### config.mk
export PLATFORM = sky130hd
export DESIGN_NAME = pmst_dp
export DESIGN_NICKNAME = d
export VERILOG_FILES = /design/src/hw/rtl/pmst_pkg.sv /design/src/hw/rtl/pmst_dp.sv
export SDC_FILE = /design/constraint.sdc
export NUM_CORES = 2
export LEC_CHECK = 0
export BUFFER_PORTS_ARGS = -buffer_cell sky130_fd_sc_hd__clkbuf_2
export CORE_MARGIN = 2
export CORE_UTILIZATION = 30
export CTS_BUF_LIST = sky130_fd_sc_hd__clkbuf_8
export CTS_CLUSTER_DIAMETER = 40
export DETAILED_ROUTE_END_ITERATION = 12
export PLACE_DENSITY = 0.47
export SLEW_MARGIN = 10
export SYNTH_ARGS = -nofsm -noshare
export SYNTH_HDL_FRONTEND = slang
export SYNTH_MEMORY_MAX_BITS = 65536
export SYNTH_SLANG_ARGS = --single-unit
export TNS_END_PERCENT = 30
### constraint.sdc
create_clock -name clock -period 10.5 [get_ports clock]
set_input_delay 1.575 -clock clock [delete_from_list [all_inputs] [get_ports clock]]
set_output_delay 1.575 -clock clock [all_outputs]
set_load 0.01 [all_outputs]
### src/hw/rtl/pmst_pkg.sv
// shared types, constants and codes for the minimum spanning tree engine
package pmst_pkg;

   localparam int MAX_VERTICES_DEF  = 16;
   localparam int WEIGHT_BITS_DEF   = 16;
   localparam int VERTEX_BITS       = 4;
   localparam int WEIGHT_FIELD_BITS = 16;
   localparam int TOTAL_BITS        = 20;
   localparam int COUNT_BITS        = 5;
   localparam int CMP_BITS          = 8;

   localparam logic [COUNT_BITS-1:0] COUNT_RESET = 5'd16;

   localparam logic FUNC_EDGE = 1'b0;
   localparam logic FUNC_RUN  = 1'b1;

   typedef enum logic [1:0] {
      STAT_START   = 2'd0,
      STAT_JOINED  = 2'd1,
      STAT_UNREACH = 2'd2
   } stat_type;

   typedef struct packed {
      logic                         func;
      logic [VERTEX_BITS-1:0]       vertex_a;
      logic [VERTEX_BITS-1:0]       vertex_b;
      logic [WEIGHT_FIELD_BITS-1:0] weight;
   } req_type;

   typedef struct packed {
      logic [VERTEX_BITS-1:0]       vertex;
      logic [VERTEX_BITS-1:0]       parent;
      stat_type                     status;
      logic [WEIGHT_FIELD_BITS-1:0] edge_weight;
      logic [TOTAL_BITS-1:0]        total_cost;
      logic                         last;
   } rsp_type;

   typedef enum logic [3:0] {
      S_CLEAR,
      S_IDLE,
      S_EDGE_A,
      S_EDGE_B,
      S_INIT,
      S_RELAX,
      S_RELAX_END,
      S_PICK,
      S_OUT,
      S_OUT_END
   } fsm_type;

   typedef struct packed {
      logic clear;
      logic capture;
      logic edge_wr_a;
      logic edge_wr_b;
      logic issue;
      logic init_mode;
      logic out_mode;
      logic pass_start;
   } cmd_type;

   typedef struct packed {
      logic clr_last;
      logic item_ok;
      logic req_run;
      logic cnt_last;
      logic pick_valid;
   } sts_type;

endpackage

### src/hw/rtl/pmst_dp.sv
// datapath: weight matrix, per-vertex tree state, scan pipeline and result register
module pmst_dp #(
   parameter int MAX_VERTICES = pmst_pkg::MAX_VERTICES_DEF,
   parameter int WEIGHT_BITS  = pmst_pkg::WEIGHT_BITS_DEF
) (
   input  logic                                clock,
   input  logic                                reset,
   input  pmst_pkg::cmd_type                   cmd,
   output pmst_pkg::sts_type                   sts,
   input  pmst_pkg::req_type                   req_data,
   input  logic                                csr_we,
   input  logic [pmst_pkg::COUNT_BITS-1:0]     csr_data,
   output logic                                rsp_strobe,
   output pmst_pkg::rsp_type                   rsp_data
);
   import pmst_pkg::*;

   localparam int VW    = $clog2(MAX_VERTICES);
   localparam int AW    = 2 * VW;
   localparam int DEPTH = 1 << AW;
   localparam int CB    = WEIGHT_BITS + 1;

   logic [COUNT_BITS-1:0]  count_ff;
   logic [CMP_BITS-1:0]    n_act;
   logic [VW-1:0]          n_m1;

   logic [WEIGHT_BITS-1:0] adj_mem [DEPTH];
   logic [WEIGHT_BITS-1:0] adj_rd_ff;
   logic                   adj_we;
   logic [AW-1:0]          adj_wa;
   logic [WEIGHT_BITS-1:0] adj_wd;

   logic                   tree_mem [MAX_VERTICES];
   logic [CB-1:0]          cost_mem [MAX_VERTICES];
   logic [VW-1:0]          par_mem  [MAX_VERTICES];
   logic                   tree_rd_ff;
   logic [CB-1:0]          cost_rd_ff;
   logic [VW-1:0]          par_rd_ff;

   logic [AW-1:0]          clr_ff;
   logic [VW-1:0]          cnt_ff;
   logic                   s1_valid_ff;
   logic                   s1_init_ff;
   logic                   s1_out_ff;
   logic [VW-1:0]          s1_idx_ff;

   logic [VW-1:0]          start_ff;
   logic [VW-1:0]          row_ff;
   logic [VW-1:0]          a_ff;
   logic [VW-1:0]          b_ff;
   logic [WEIGHT_BITS-1:0] w_ff;
   logic [TOTAL_BITS-1:0]  total_ff;
   logic [CB-1:0]          cand_cost_ff;
   logic [VW-1:0]          cand_idx_ff;

   logic                   old_tree;
   logic [CB-1:0]          old_cost;
   logic [VW-1:0]          old_par;
   logic                   at_row;
   logic                   upd;
   logic                   tree_in;
   logic [CB-1:0]          cost_in;
   logic [VW-1:0]          par_in;
   logic                   cand_take;
   logic                   st_we;

   logic                   rsp_strobe_ff;
   rsp_type                rsp_ff;
   rsp_type                rsp_in;

   // vertex count saturated into 2 .. MAX_VERTICES
   always_comb begin
      if (count_ff < COUNT_BITS'(2)) begin
         n_act = CMP_BITS'(2);
      end else if (CMP_BITS'(count_ff) > CMP_BITS'(MAX_VERTICES)) begin
         n_act = CMP_BITS'(MAX_VERTICES);
      end else begin
         n_act = CMP_BITS'(count_ff);
      end
   end
   assign n_m1 = VW'(n_act - CMP_BITS'(1));

   always_comb begin
      sts.clr_last   = &clr_ff;
      sts.req_run    = (req_data.func == FUNC_RUN);
      sts.cnt_last   = (cnt_ff == n_m1);
      sts.pick_valid = (cand_cost_ff != {CB{1'b1}});
      if (req_data.func == FUNC_EDGE) begin
         sts.item_ok = (CMP_BITS'(req_data.vertex_a) < n_act)
                    && (CMP_BITS'(req_data.vertex_b) < n_act);
      end else begin
         sts.item_ok = (CMP_BITS'(req_data.vertex_a) < n_act);
      end
   end

   // matrix write port: clearing sweep or the two mirrored edge writes
   always_comb begin
      adj_we = cmd.clear || cmd.edge_wr_a || cmd.edge_wr_b;
      if (cmd.clear) begin
         adj_wa = clr_ff;
         adj_wd = '0;
      end else if (cmd.edge_wr_a) begin
         adj_wa = {a_ff, b_ff};
         adj_wd = w_ff;
      end else begin
         adj_wa = {b_ff, a_ff};
         adj_wd = w_ff;
      end
   end

   always_ff @(posedge clock) begin
      if (adj_we) begin
         adj_mem[adj_wa] <= adj_wd;
      end
      adj_rd_ff <= adj_mem[{row_ff, cnt_ff}];
   end

   // relaxation of one vertex; the first pass sees cleared state
   always_comb begin
      old_tree  = s1_init_ff ? 1'b0 : tree_rd_ff;
      old_cost  = s1_init_ff ? {CB{1'b1}} : cost_rd_ff;
      old_par   = s1_init_ff ? '0 : par_rd_ff;
      at_row    = (s1_idx_ff == row_ff);
      upd       = !at_row && !old_tree && (adj_rd_ff != '0)
               && ({1'b0, adj_rd_ff} < old_cost);
      tree_in   = old_tree | at_row;
      cost_in   = upd ? {1'b0, adj_rd_ff} : old_cost;
      par_in    = upd ? row_ff : old_par;
      cand_take = !tree_in && (cost_in < cand_cost_ff);
      st_we     = s1_valid_ff && !s1_out_ff;
   end

   always_ff @(posedge clock) begin
      if (st_we) begin
         tree_mem[s1_idx_ff] <= tree_in;
         cost_mem[s1_idx_ff] <= cost_in;
         par_mem[s1_idx_ff]  <= par_in;
      end
      tree_rd_ff <= tree_mem[cnt_ff];
      cost_rd_ff <= cost_mem[cnt_ff];
      par_rd_ff  <= par_mem[cnt_ff];
   end

   always_ff @(posedge clock) begin
      if (reset) begin
         count_ff      <= COUNT_RESET;
         clr_ff        <= '0;
         cnt_ff        <= '0;
         s1_valid_ff   <= 1'b0;
         rsp_strobe_ff <= 1'b0;
      end else begin
         if (csr_we) begin
            count_ff <= csr_data;
         end
         if (cmd.clear) begin
            clr_ff <= clr_ff + AW'(1);
         end
         if (cmd.capture) begin
            cnt_ff <= '0;
         end else if (cmd.issue) begin
            cnt_ff <= sts.cnt_last ? '0 : cnt_ff + VW'(1);
         end
         s1_valid_ff   <= cmd.issue;
         rsp_strobe_ff <= s1_valid_ff && s1_out_ff;
      end
   end

   always_ff @(posedge clock) begin
      s1_init_ff <= cmd.init_mode;
      s1_out_ff  <= cmd.out_mode;
      s1_idx_ff  <= cnt_ff;
      if (cmd.capture) begin
         start_ff     <= VW'(req_data.vertex_a);
         row_ff       <= VW'(req_data.vertex_a);
         a_ff         <= VW'(req_data.vertex_a);
         b_ff         <= VW'(req_data.vertex_b);
         w_ff         <= WEIGHT_BITS'(req_data.weight);
         total_ff     <= '0;
         cand_cost_ff <= {CB{1'b1}};
      end else if (cmd.pass_start) begin
         if (sts.pick_valid) begin
            row_ff   <= cand_idx_ff;
            total_ff <= total_ff + TOTAL_BITS'(cand_cost_ff);
         end
         cand_cost_ff <= {CB{1'b1}};
      end else if (st_we && cand_take) begin
         cand_cost_ff <= cost_in;
         cand_idx_ff  <= s1_idx_ff;
      end
      rsp_ff <= rsp_in;
   end

   always_comb begin
      rsp_in.vertex = VERTEX_BITS'(s1_idx_ff);
      if (s1_idx_ff == start_ff) begin
         rsp_in.status      = STAT_START;
         rsp_in.parent      = '0;
         rsp_in.edge_weight = '0;
      end else if (tree_rd_ff) begin
         rsp_in.status      = STAT_JOINED;
         rsp_in.parent      = VERTEX_BITS'(par_rd_ff);
         rsp_in.edge_weight = WEIGHT_FIELD_BITS'(cost_rd_ff);
      end else begin
         rsp_in.status      = STAT_UNREACH;
         rsp_in.parent      = '0;
         rsp_in.edge_weight = '0;
      end
      rsp_in.last       = (s1_idx_ff == n_m1);
      rsp_in.total_cost = rsp_in.last ? total_ff : '0;
   end

   assign rsp_strobe = rsp_strobe_ff;
   assign rsp_data   = rsp_ff;

endmodule

==> impl_metrics.env <==
export IMPL_yosysSeqAreaShare=0.770
export IMPL_ctsHoldBuffers=0
export IMPL_power_density_cell_area_nw_per_um2=186
export IMPL_placement_io_buffers=93
export IMPL_number_of_cts_inserted_buffers=803
export IMPL_power_switching_fraction=0.237
export IMPL_grtUsageMet2=0.260
export IMPL_design_core_area_um2=593000
export IMPL_p_int_mw=29.2
export IMPL_netlist_instances=7894
export IMPL_synth_edf_count=4480
export IMPL_rsz0062_at_grt="false"
export IMPL_drc=0
export IMPL_worstPathRequired_ns=11.45
export IMPL_clock_tree_from_tritoncts="done"
export IMPL_floorplan_die_area_um2=601000
export IMPL_period_needed_ns=7.10
export IMPL_grt_pass1_vias=89100
export IMPL_globalRoute_busiestLayer="met2"
export IMPL_power_net_switching_mw=9.08
export IMPL_crit_fanout=24
export IMPL_initial_core_util=0.301
export IMPL_grt_util_met1=0.230
export IMPL_f_max_ghz=0.141
export IMPL_antenna_left=0
export IMPL_globalRouteTotalUtil=0.162
export IMPL_die_y_um=775
export IMPL_rows=283
export IMPL_buffer_count_from_post_cts_setup_fixing=0
export IMPL_final_nets=8855
export IMPL_dpl_wire_length_mm=296
export IMPL_cts_sinks=4627
export IMPL_mappedNetlistArea_um2=178000
export IMPL_min_path_type="in -> reg"
export IMPL_timing_slew_headroom=0.120
export IMPL_dr_first_iter_drc_count=9063
export IMPL_setup_tns_ns=0
export IMPL_layout_drive_gt1_share=0.310
export IMPL_avgSynthCellArea_um2=22.6
export IMPL_finalHoldViolCount=0
export IMPL_ir_worst_vdd_uv=130
export IMPL_yosys_register_bits=4627
export IMPL_clk_path_buf_depth=4
export IMPL_dominantRegCellSynth="sky130_fd_sc_hd__edfxtp_1"
export IMPL_antenna_found_initial=28
export IMPL_grt_pass1_wl_mm=701
export IMPL_detailed_place_area_um2=190000
export IMPL_wl_mm=501
export IMPL_final_max_slew_violation_count=0
export IMPL_globalRouteMet3Util=0.0298
export IMPL_grt_max_degree=189
export IMPL_cts_root_buffer="sky130_fd_sc_hd__clkbuf_8"
export IMPL_leakage_dissipation_nw=64.7
export IMPL_share_comb_of_total_power=0.052
export IMPL_syn2layout_area_growth_pct=15.2
export IMPL_final_design_area_no_fill_um2=206000
export IMPL_startpoint_type="register"
export IMPL_fillCellCount=54900
export IMPL_wl_per_cell_um=29.1
export IMPL_drt_pre_antenna_iters=6
export IMPL_power_clock_fraction=0.411
export IMPL_place_congestion=0.804
export IMPL_cp_arrival_ns=8.05
export IMPL_period_share=0.676
export IMPL_globalRoute_totalOverflow=0
export IMPL_yosysUniqueCellTypes=67
export IMPL_whs_ns=0.365
export IMPL_result_of_the_run="completed"
export IMPL_critPathCaptureType="register"
export IMPL_share_seq_of_total_power=0.538
export IMPL_via_count=85900
export IMPL_finalClockSkew_ns=0.0982
export IMPL_design_portCount=94
export IMPL_ys_warn_count=0
export IMPL_post_cts_resize_count=0
export IMPL_ctsHtreeMaxLevel=6
export IMPL_drt_vias_per_instance=4.98
export IMPL_clk_pin_slew_worst_paths_ns=0.06
export IMPL_clock_latency_ns=1.32
export IMPL_setup_violations_final=0
export IMPL_tightest_slew_ns=1.32
export IMPL_die_width_um=775
export IMPL_maxcap_violations=0
export IMPL_asyncSetResetFlopFracSynth=0
export IMPL_worst_setup_path_type="reg -> reg"
export IMPL_synth_nets=7993
==> worst paths after layout <==
check | cells after the start | slack [ns] | end | start
worst max-delay path | 15 | 3.40 | cand_idx_ff[2] | s1_init_ff
worst min-delay path | 1 | 0.36 | s1_out_ff | cmd[1]
worst max register to register | 15 | 3.40 | cand_idx_ff[2] | s1_init_ff
worst min register to register | 2 | 0.47 | total_ff[3] | total_ff[3]
==> cell usage after synthesis, drive strengths merged (3+ instances only) <==
master / instances / area (um2)
edfxtp: 4480 / 135000
mux4: 1226 / 27600
mux2i: 353 / 3530
nor2: 341 / 1280
buf: 281 / 1790
dfxtp: 147 / 2940
clkbuf: 144 / 541
a22oi: 128 / 961
nand2: 81 / 304
ha: 57 / 713
a21oi: 55 / 275
inv: 48 / 180
and2: 45 / 282
nand4: 45 / 282
nand3: 43 / 215
a211oi: 41 / 308
o21ai: 39 / 195
a31oi: 33 / 206
o22ai: 33 / 206
nor2b: 30 / 188
nor4: 26 / 169
and3: 23 / 144
o211ai: 22 / 170
nor3: 21 / 105
xor2: 19 / 181
a211o: 16 / 140
o21a: 15 / 113
or2: 15 / 93.8
nand2b: 14 / 87.6
xnor2: 10 / 87.6
or3: 8 / 50.1
mux2: 7 / 78.8
nand3b: 7 / 52.6
a21o: 5 / 37.5
o31ai: 4 / 30.0
and4: 3 / 26.3
nor4b: 3 / 26.3
o21bai: 3 / 22.5
o41ai: 3 / 45.1
==> through the flow <==
| step | utilization | worst slack (ns) | power, mW | cells |
|---|---|---|---|---|
| final | 0.347 | 3.40 | 38.2 | 17300 |
| after global routing | 0.347 | 2.98 | 39.6 | 17200 |
| after CTS | 0.346 | 3.32 | 38.7 | 17200 |
| after detailed placement | 0.321 | 3.35 | 22.9 | 15800 |
| after global placement | 0.321 | 3.50 | 22.9 | 15800 |
| after floorplan | - | 0.442 | 22.1 | 7894 |
==> worst max-delay path, cell delays in order, from the launching register on <==
cell	delay, ns
sky130_fd_sc_hd__dfxtp_1	0.96
sky130_fd_sc_hd__nor2_1	0.18
sky130_fd_sc_hd__ha_1	0.41
sky130_fd_sc_hd__nand3_1	0.09
sky130_fd_sc_hd__nor4_1	0.29
sky130_fd_sc_hd__o31ai_1	0.21
sky130_fd_sc_hd__o211ai_4	0.85
sky130_fd_sc_hd__mux2i_2	0.90
sky130_fd_sc_hd__ha_1	0.39
sky130_fd_sc_hd__a21oi_1	0.16
sky130_fd_sc_hd__o21ai_0	0.10
sky130_fd_sc_hd__a21oi_1	0.17
sky130_fd_sc_hd__o21ai_0	0.11
sky130_fd_sc_hd__a2111oi_0	0.62
sky130_fd_sc_hd__nand2b_1	0.55
sky130_fd_sc_hd__nor2_1	0.71
==> cell type report <==
class / count / area [um2] / area share
Antenna cell: 19 / 47.5 / 0.000231
Clock buffer: 815 / 11200 / 0.0546
Clock inverter: 635 / 4040 / 0.0196
Inverter: 48 / 188 / 0.000913
Multi-Input combinational cell: 2794 / 39100 / 0.190
Sequential cell: 4627 / 137000 / 0.669
Tap cell: 7837 / 9810 / 0.0477
Timing Repair Buffer: 482 / 3730 / 0.0181
==> placed cells by master (no fill, tap or decap), drive strengths merged, types with 7 or more instances in the layout <==
master	instances
edfxtp	4480
mux2i	353
or3	8
mux4	1226
xnor2	10
nand4	45
a31oi	33
o211ai	22
nand3	43
nand2b	14
and2	45
diode	19
nand3b	7
and3	23
o21ai	39
o22ai	33
nor4	26
clkinv	301
o21a	15
inv	328
xor2	19
a211o	16
buf	390
nor2	341
clkinvlp	23
nand2	81
nor3	21
a22oi	128
clkbuf	907
or2	15
nor2b	30
ha	57
mux2	7
bufinv	31
a211oi	41
dfxtp	147
a21oi	55
==> cells by family (layout without fill, tap and decap cells) <==
group           count (synthesis)  after routing  synth area share
mux                          1586           1586             0.175
fa+ha+maj                      58             58           0.00411
flops                        4627           4627             0.770
simple gates                  707            707            0.0186
other cells                     0             19                 0
compound gates                414            414            0.0162
buf+inv                       473           1980            0.0141
xor+xnor                       29             29           0.00151
==> power by group through the flow <==
stage	logic, mW	registers, mW	clock network, mW
after global placement	1.96	20.9	0
final	1.97	20.6	15.7
after floorplan	1.11	21.0	0
after detailed placement	2.00	20.9	0
after global routing	2.11	20.6	17.0
after CTS	2.00	20.6	16.1
==> layer usage <==
layer,up-vias,share of wire
met5,-,0.000058
met4,4,0.023
met3,710,0.062
met2,2883,0.47
met1,47000,0.44
li1,35400,-
==> flip-flops by register name, indices dropped and copies added (netlist names), 5 cells and up <==
| name | count |
|---|---|
| adj_rd_ff | 16 |
| total_ff | 20 |
| cand_cost_ff | 17 |
| par_mem | 64 |
| tree_mem | 16 |
| cost_rd_ff | 17 |
| rsp_data | 47 |
| clr_ff | 8 |
| w_ff | 16 |
| count_ff | 5 |
| cost_mem | 272 |
| adj_mem | 4096 |
(Power assumes the default switching activity.)
