$ cat config.mk
export PLATFORM = sky130hd
export DESIGN_NAME = pmst_ctrl
export DESIGN_NICKNAME = d
export VERILOG_FILES = /design/src/hw/rtl/pmst_pkg.sv /design/src/hw/rtl/pmst_ctrl.sv
export SDC_FILE = /design/constraint.sdc
export NUM_CORES = 1
export LEC_CHECK = 0
export BUFFER_PORTS_ARGS = -buffer_cell sky130_fd_sc_hd__buf_2
export CAP_MARGIN = 10
export CORE_AREA = 5 5 42 44
export CTS_CLUSTER_DIAMETER = 50
export DETAILED_ROUTE_END_ITERATION = 8
export DIE_AREA = 0 0 47 49
export GPL_TIMING_DRIVEN = 0
export PLACE_DENSITY = 0.51
export SYNTH_ARGS = -nofsm -noshare
export SYNTH_HDL_FRONTEND = slang
export SYNTH_SLANG_ARGS = --single-unit
$ cat constraint.sdc
create_clock -name clock -period 1.6 [get_ports clock]
set_input_delay 0.08 -clock clock [delete_from_list [all_inputs] [get_ports clock]]
set_output_delay 0.08 -clock clock [all_outputs]
set_load 0.01 [all_outputs]
$ cat src/hw/rtl/pmst_pkg.sv
// shared types, constants and codes for the minimum spanning tree engine
package pmst_pkg;

   localparam int MAX_VERTICES_DEF  = 16;
   localparam int WEIGHT_BITS_DEF   = 16;
   localparam int VERTEX_BITS       = 4;
   localparam int WEIGHT_FIELD_BITS = 16;
   localparam int TOTAL_BITS        = 20;
   localparam int COUNT_BITS        = 5;
   localparam int CMP_BITS          = 8;

   localparam logic [COUNT_BITS-1:0] COUNT_RESET = 5'd16;

   localparam logic FUNC_EDGE = 1'b0;
   localparam logic FUNC_RUN  = 1'b1;

   typedef enum logic [1:0] {
      STAT_START   = 2'd0,
      STAT_JOINED  = 2'd1,
      STAT_UNREACH = 2'd2
   } stat_type;

   typedef struct packed {
      logic                         func;
      logic [VERTEX_BITS-1:0]       vertex_a;
      logic [VERTEX_BITS-1:0]       vertex_b;
      logic [WEIGHT_FIELD_BITS-1:0] weight;
   } req_type;

   typedef struct packed {
      logic [VERTEX_BITS-1:0]       vertex;
      logic [VERTEX_BITS-1:0]       parent;
      stat_type                     status;
      logic [WEIGHT_FIELD_BITS-1:0] edge_weight;
      logic [TOTAL_BITS-1:0]        total_cost;
      logic                         last;
   } rsp_type;

   typedef enum logic [3:0] {
      S_CLEAR,
      S_IDLE,
      S_EDGE_A,
      S_EDGE_B,
      S_INIT,
      S_RELAX,
      S_RELAX_END,
      S_PICK,
      S_OUT,
      S_OUT_END
   } fsm_type;

   typedef struct packed {
      logic clear;
      logic capture;
      logic edge_wr_a;
      logic edge_wr_b;
      logic issue;
      logic init_mode;
      logic out_mode;
      logic pass_start;
   } cmd_type;

   typedef struct packed {
      logic clr_last;
      logic item_ok;
      logic req_run;
      logic cnt_last;
      logic pick_valid;
   } sts_type;

endpackage

$ cat src/hw/rtl/pmst_ctrl.sv
// controller state machine sequencing clear, edge writes, scan passes and result output
module pmst_ctrl (
   input  logic              clock,
   input  logic              reset,
   input  logic              start,
   input  pmst_pkg::sts_type sts,
   output logic              busy,
   output pmst_pkg::cmd_type cmd
);
   import pmst_pkg::*;

   fsm_type state_ff;
   fsm_type state_in;

   always_ff @(posedge clock) begin
      if (reset) begin
         state_ff <= S_CLEAR;
      end else begin
         state_ff <= state_in;
      end
   end

   always_comb begin
      state_in = state_ff;
      case (state_ff)
         S_CLEAR: begin
            if (sts.clr_last) state_in = S_IDLE;
         end
         S_IDLE: begin
            if (start && sts.item_ok) begin
               state_in = sts.req_run ? S_INIT : S_EDGE_A;
            end
         end
         S_EDGE_A:    state_in = S_EDGE_B;
         S_EDGE_B:    state_in = S_IDLE;
         S_INIT: begin
            if (sts.cnt_last) state_in = S_RELAX_END;
         end
         S_RELAX: begin
            if (sts.cnt_last) state_in = S_RELAX_END;
         end
         S_RELAX_END: state_in = S_PICK;
         S_PICK:      state_in = sts.pick_valid ? S_RELAX : S_OUT;
         S_OUT: begin
            if (sts.cnt_last) state_in = S_OUT_END;
         end
         S_OUT_END:   state_in = S_IDLE;
         default:     state_in = S_IDLE;
      endcase
   end

   always_comb begin
      cmd            = '0;
      busy           = 1'b1;
      case (state_ff)
         S_CLEAR:  cmd.clear = 1'b1;
         S_IDLE: begin
            busy        = 1'b0;
            cmd.capture = start;
         end
         S_EDGE_A: cmd.edge_wr_a = 1'b1;
         S_EDGE_B: cmd.edge_wr_b = 1'b1;
         S_INIT: begin
            cmd.issue     = 1'b1;
            cmd.init_mode = 1'b1;
         end
         S_RELAX:  cmd.issue = 1'b1;
         S_PICK:   cmd.pass_start = 1'b1;
         S_OUT: begin
            cmd.issue    = 1'b1;
            cmd.out_mode = 1'b1;
         end
         default: begin
            cmd  = '0;
            busy = 1'b1;
         end
      endcase
   end

endmodule

==> results.yml, run 1 <==
yosys:
  synthAdderAreaFrac_pct: 0
  avgSynthCellArea_um2: 7.95
  synth_seq_cells: 4
  synthTopCellsByArea: "dfxtp_1, nor4b_2, mux2i_1, nor2_1, a21oi_1"
  synth_top_area_share_pct: 22.4
  ys_top_cells_by_count: "nor2_1, dfxtp_1, inv_1"
  synth_edf_count: 0
  synth_xor_area_share_pct: 0
  yosysWarnings: 0
  synthSimpleGateAreaFrac_pct: 36.4
  synth_most_common_cell: "nor2_1"
  synth_top_family_by_area: "simple AND/OR/NAND/NOR gates"
  synth_cells: 45
  synth_compound_area_share_pct: 24.5
  synthMuxAreaShare_pct: 5.59
  synth-main-ff-cell: "dfxtp_1"
  synth_top_area_cell: "dfxtp_1"
  yosysUniqueCellTypes: 24
  syn-num-nets: 53
  syn_area_um2: 358
  seq_area_frac_synth_pct: 22.4
  synthArstFlopShare_pct: 0
global_route:
  grt_overflow: 0
  grt_max_degree: 11
  grt_first_pass_wirelength_um: 1460
  grt_pass1_vias: 360
  track_usage_pct: 8.52
  antenna_found_initial: 0
placement:
  dp_hpwl_um: 731
  io_buffer_count: 16
  dp.cells: 77
  globalplace.congestion: 0.766
  place_area_um2: 458
floorplanning:
  rows: 14
  pin_count: 17
  core_area_um2: 1400
  fp.dieH_um: 49
  die_x_um: 47
  start_util_pct: 25.5
  die_area_um2: 2300
clocking:
  cts_max_level: 1
  cts_buffers: 3
  clk_latency_ns: 0.23
  cts_setup_buffers: 0
  root_buffer: "clkbuf_4"
  cts_resized: 0
  cts.sinks: 4
  clkSlewWorstSetupHoldPaths_ns: 0.04
  cts_hold_buf: 0
  cts_max_path_buffers: 2
  cts_tree: "done"
power_and_ir_drop:
  vdd_ir_drop_max_uv: 441
  power_density_nw_per_um2: 866
  power_leakage_uw: 0.000234
worst_setup_path:
  worstSetupEndpointType: "output port"
  worstSetupPathType: "flip-flop to output port"
  critPathLaunchType: "flip-flop"
  slowest_stage: "dfxtp_1"
  max_stage_delay_ns: 0.34
  cp.required_ns: 1.52
  cp_max_fo: 10
  worstPathArrival_ns: 1.35
  path_cells: "buf_4 -> nor3_1 -> and2_1 -> buf_2"
cells_and_area:
  design_area_um2: 480
  finish.utilization_pct: 34.3
  drive_gt1_share_pct: 42.2
  largest_register_ffs: 4
  fin_cells: 80
  syn_to_final_growth_pct: 34.3
  reg_top3: "state_ff: 4 flops"
  top_register: "state_ff"
  nets: 74
  diodes: 0
sta:
  skew_ns: 0.00401
  fin_crit_ns: 1.43
  setup_viol: 0
  worstMarginPinSlew_ns: 0.368
  fin_setup_tns_ns: 0
  slew_headroom_pct: 75.4
  finalHoldViolations: 0
  slew_violations: 0
  fin_crit_sh_pct: 89.4
  clock.fmax_mhz: 699
  holdWs_ns: 0.0652
  rsz0062_at_grt: "false"
detailed_routing:
  wl_per_cell_um: 11.5
  firstDrtPassIters: 4
  drc_errors: 0
  initialDrtViolationCount: 11
  routed_wl_um: 919
  ant_nets: 0
  viasPerCell: 4.83
  vias: 386
worst_hold_path:
  hp-class: "primary input to flip-flop"
status:
  status: "finished clean"
flow_run:
  drv_cap: 0
-- cell families after synthesis --
logic type	after synthesis
compound gates	11
buf+inv	8
flops	4
mux	2
simple gates	20
-- power by group --
part | total (uW) | internal, uW | switching (uW)
Clock | 120 | 83.6 | 36.9
Combinational | 171 | 77.7 | 93.2
Sequential | 125 | 111 | 13.7
Total | 416 | 272 | 144
-- routing by layer --
metal | GRT usage [%] | routed length (um) | vias up
met2 | 11.8 | 416 | 18
met4 | 4.15 | 19 | 0
met3 | 4.06 | 80 | 2
met5 | 0 | 0 | -
met1 | 10.7 | 402 | 163
li1 | - | - | 203
-- critical path: cells and delay by family, from the launching register on --
| kind | cells | cell delay [ns] |
|---|---|---|
| buffers and inverters | 2 | 0.30 |
| DFF | 1 | 0.34 |
| and+or+nand+nor | 2 | 0.47 |
-- path summary, 6_finish.rpt --
check	to	from	depth (start not counted)	slack [ns]
max	cmd[1]	state_ff[0]	4	0.17
min reg2reg	state_ff[0]	state_ff[2]	3	0.73
min	state_ff[3]	reset	2	0.07
max reg2reg	state_ff[0]	state_ff[0]	4	0.41
-- layout make-up --
type                            count  area, um^2
Clock buffer                        3        22.5
Buffer                              4        25.0
Sequential cell                     4        80.1
Tap cell                           16        20.0
Inverter                            4        15.0
Timing Repair Buffer               16        80.1
Multi-Input combinational cell     33         238
Fill cell                         168         921
-- metrics by stage --
step                setup slack [ns]  power, uW
detailed placement             0.393        299
CTS                            0.138        426
finish                         0.169        416
floorplan                      0.416        243
global route                  0.0678        455
global placement               0.375        300
-- cells in the final DEF, fill, tap and decap left out, types with 2 or more instances in the layout --
cell	netlist	routed
buf_2	2	18
nor2_1	5	5
inv_1	4	4
dfxtp_1	4	4
a21oi_1	3	3
clkbuf_4	0	3
buf_4	2	2
nor3_1	2	2
and2_1	2	2
nor4b_2	2	2
nand2b_1	2	2
mux2i_1	2	2
nor4_1	2	2
nand2_1	2	2
Note: power is estimated with default switching activity, not from simulation.
==> run 2, diff against run 1 <==
Settings changed: CELL_PAD_IN_SITES_DETAIL_PLACEMENT from default to 0, CELL_PAD_IN_SITES_GLOBAL_PLACEMENT from default to 1, PLACE_DENSITY 0.51 to 0.68.
==> results.yml, run 2 (synthesized netlist as in run 1, its figures left out) <==
global_route:
  top_usage_layer: "met1"
  antenna_found_initial: 0
  grtUsageMet2_pct: 12.9
  track_usage_pct: 9.65
  use_met1_pct: 13.2
  grt_overflow: 0
  grt_max_degree: 11
  grtUsageMet3_pct: 5.17
  grt_first_pass_wirelength_um: 1640
  grt_pass1_vias: 380
worst_hold_path:
  hp-class: "primary input to flip-flop"
  hold_start: "reset"
power_and_ir_drop:
  power_density_nw_per_um2: 862
  vdd_ir_drop_max_uv: 451
  power_leakage_uw: 0.000234
sta:
  finalHoldViolations: 0
  slew_headroom_pct: 76.5
  fin_crit_ns: 1.44
  fin_setup_tns_ns: 0
  setup_viol: 0
  slew_violations: 0
  fin_crit_sh_pct: 90.3
  worstMarginPinSlew_ns: 0.352
  holdWs_ns: 0.0594
  rsz0062_at_grt: "false"
  skew_ns: 0.000887
  setup_slack_ns: 0.155
  clock.fmax_mhz: 692
cells_and_area:
  syn_to_final_growth_pct: 34.3
  drive_gt1_share_pct: 42.2
  diodes: 0
  fillers: 168
  multi_input_area_um2: 238
  largest_register_ffs: 4
  mostFrequentLayoutCell: "buf_2"
  final_cell_mix: "buf_2, nor2_1, inv_1, dfxtp_1"
  fin_cells: 80
  finish.utilization_pct: 34.3
  top_register: "state_ff"
  reg_top3: "state_ff: 4 flops"
  nets: 74
  seq_area_um2: 80.1
worst_setup_path:
  worstPathArrival_ns: 1.36
  worstSetupEndpointType: "output port"
  max_stage_delay_ns: 0.33
  worstSetupPathType: "flip-flop to output port"
  worstSetupStartpoint: "state_ff[2]"
  critPathLaunchType: "flip-flop"
  r2r_start: "state_ff[2]"
  crit_top_cell: "buf_2"
  slowest_stage: "dfxtp_1"
  cp.required_ns: 1.52
  path_cells: "buf_2 -> nor3_1 -> and2_1 -> buf_2"
  cp_max_fo: 10
floorplanning:
  pin_count: 17
  die_x_um: 47
  start_util_pct: 25.5
  core_area_um2: 1400
  rows: 14
  die_area_um2: 2300
  fp.dieH_um: 49
detailed_routing:
  routed_wl_um: 932
  wl_per_cell_um: 11.7
  ant_nets: 0
  firstDrtPassIters: 5
  drc_errors: 0
  vias: 392
  viasPerCell: 4.90
  initialDrtViolationCount: 4
clocking:
  cts_hold_buf: 0
  cts_buffers: 3
  cts_max_level: 1
  cts_resized: 0
  cts_max_path_buffers: 2
  clk_latency_ns: 0.22
  cts_setup_buffers: 0
  root_buffer: "clkbuf_4"
  cts.sinks: 4
  clkSlewWorstSetupHoldPaths_ns: 0.03
  cts_tree: "done"
placement:
  dp_hpwl_um: 727
  dp.cells: 77
  globalplace.congestion: 0.773
  io_buffer_count: 16
  pre_cts_ws_ns: 0.408
status:
  status: "finished clean"
flow_run:
  drv_cap: 0
## run 2: cell counts in the layout (fill, tap and decap cells not counted)
Identical to the previous run, type by type.
## run 2: path summary, 6_finish.rpt
kind | end | depth (start not counted) | slack (ns)
max reg2reg | state_ff[0] | 4 | 0.37
min | state_ff[3] | 2 | 0.06
min reg2reg | state_ff[1] | 3 | 0.72
max | cmd[1] | 4 | 0.16
## run 2: cell type report
class	instances	share of cell area [%]
plain buffers	4	5.21
clock buffers	3	4.69
inverters	4	3.12
multi-input cells	33	49.5
flip-flops and latches	4	16.7
well taps	16	4.17
repair buffers	16	16.7
## run 2: worst max-delay path, delay by kind of cell, from the launching register on
kind          cells  cell delay, ns
simple gates      2            0.50
flops             1            0.33
buf+inv           2            0.31
## run 2: stage by stage
step           power [uW]  cell area (um^2)
6_report              414               480
5_1_grt               456               480
4_1_cts               423               480
3_5_place_dp          299               458
3_3_place_gp          302               458
2_1_floorplan         243               358
## run 2: report_power, final
part,switching [uW],internal (uW)
Combinational,95.1,77.7
Sequential,14.4,111
Clock,32.7,83.3
Total,142,272
## run 2: routing by layer
| layer | up-vias | part of all wire, % |
|---|---|---|
| li1 | 204 | - |
| met1 | 179 | 43 |
| met2 | 9 | 48 |
| met3 | 0 | 8.6 |
| met4 | 0 | 0 |
| met5 | - | 0 |
==> run 3, diff against run 2 <==
Settings changed: CAP_MARGIN 10 to 15, GPL_TIMING_DRIVEN 0 to default.
==> results.yml, run 3 (synthesized netlist as in run 1, its figures left out) <==
sta:
  worstMarginPinSlew_ns: 0.484
  setup_viol: 0
  finalHoldViolations: 0
  clock.fmax_mhz: 684
  fin_crit_ns: 1.46
  rsz0062_at_grt: "false"
  slew_headroom_pct: 67.7
  slew_violations: 0
  fin_setup_tns_ns: 0
  skew_ns: 0.000264
  fin_crit_sh_pct: 91.4
worst_setup_path:
  critPathLaunchType: "flip-flop"
  r2r_start: "state_ff[1]"
  worstPathArrival_ns: 1.38
  worstSetupEndpointType: "output port"
  worstSetupPathType: "flip-flop to output port"
  cp_max_fo: 14
  worstSetupStartpoint: "state_ff[1]"
  r2r_setup_slack_ns: 0.21
  cp.required_ns: 1.52
  r2r_cells: 3
  r2r_end: "state_ff[1]"
  endpoint: "cmd[6]"
floorplanning:
  die_x_um: 47
  pin_count: 17
  start_util_pct: 25.5
  rows: 14
  die_area_um2: 2300
  core_area_um2: 1400
  fp.dieH_um: 49
placement:
  globalplace.congestion: 0.820
  io_buffer_count: 16
  dp_hpwl_um: 674
  place_area_um2: 433
status:
  status: "finished clean"
global_route:
  grt_pass1_vias: 332
  grt_max_degree: 15
  grt_first_pass_wirelength_um: 1360
  grt_overflow: 0
  track_usage_pct: 7.96
  antenna_found_initial: 0
clocking:
  clkSlewWorstSetupHoldPaths_ns: 0.04
  cts_max_level: 1
  cts_buffers: 3
  clk_latency_ns: 0.23
  cts_max_path_buffers: 2
  cts_hold_buf: 0
  cts_tree: "done"
  cts.sinks: 4
  root_buffer: "clkbuf_4"
power_and_ir_drop:
  p_sw_share_pct: 35.2
  power_leakage_uw: 0.000213
  p_seq_share_pct: 36.7
  internal-power_uw: 264
  switchingPower_uw: 143
  vdd_ir_drop_max_uv: 403
  power_density_nw_per_um2: 891
  power_uw: 407
  comb_power_share_pct: 33.3
  pwr-share-clk_pct: 30.1
cells_and_area:
  drive_gt1_share_pct: 40.0
  fillers: 151
  nets: 70
  final_cell_mix: "buf_2, nor2_1, inv_1"
  diodes: 0
  syn_to_final_growth_pct: 27.6
  multi_input_area_um2: 238
  reg_top3: "state_ff: 4 flops"
  design_area_um2: 457
  mostFrequentLayoutCell: "buf_2"
  top_register: "state_ff"
  seq_area_um2: 81.3
  largest_register_ffs: 4
detailed_routing:
  viasPerCell: 5.01
  drc_errors: 0
  routed_wl_um: 886
  firstDrtPassIters: 2
  initialDrtViolationCount: 3
  vias: 381
  wl_per_cell_um: 11.7
  ant_nets: 0
flow_run:
  drv_cap: 0
worst_hold_path:
  hold_start: "reset"
  hp-class: "primary input to flip-flop"
[run 3: cell types whose count changed in the layout (fill, tap and decap cells not counted)]
| cell | before | now |
|---|---|---|
| buf_4 | 2 | 0 |
| buf_2 | 18 | 16 |
| dfxtp_1 | 4 | 3 |
| dfxtp_2 | 0 | 1 |
[run 3: stage by stage]
stage	worst slack (ns)	std cells	hold slack, ns	utilization [%]
2_1_floorplan	0.416	45	0.152	-
3_3_place_gp	0.230	73	0.303	30.9
3_5_place_dp	0.231	73	0.294	30.9
4_1_cts	0.0123	76	0.0513	32.5
5_1_grt	0.0419	76	0.0608	32.6
6_report	0.138	76	0.0574	32.6
[run 3: area by class of cell]
class,count,area share (%)
Timing Repair Buffer,16,17.5
Tap cell,16,4.38
Sequential cell,4,17.8
Multi-Input combinational cell,33,52.1
Clock buffer,3,4.93
Inverter,4,3.29
[run 3: per-layer routing]
metal	global-route usage, %	share of wire [%]
met1	9.89	44
met2	11.5	49
met3	2.95	6.8
met4	4.15	0
met5	0	0
[run 3: power groups by stage]
stage          Sequential [uW]  Combinational, uW  Clock (uW)
2_1_floorplan              123                121           0
3_3_place_gp               149                140           0
3_5_place_dp               148                137           0
4_1_cts                    147                138         126
5_1_grt                    152                153         137
6_report                   149                135         122
[run 3: worst min path at each step]
stage,end,slack [ns],cells past startpoint
2_1_floorplan,state_ff[3],0.15,1
3_3_place_gp,state_ff[3],0.30,2
4_1_cts,state_ff[3],0.05,2
3_5_place_dp,state_ff[3],0.29,2
5_1_grt,state_ff[3],0.06,2
6_report,state_ff[3],0.06,2
[run 3: timing repair]
item,CTS,global route
gates resized for setup,0,1
endpoints found under the setup margin,0,2
buffers inserted,0,0
[run 3: critical path, stage by stage (launching register included)]
cell     delay [ns]
dfxtp_1        0.45
nor4b_2        0.41
and2_1         0.17
buf_2          0.12
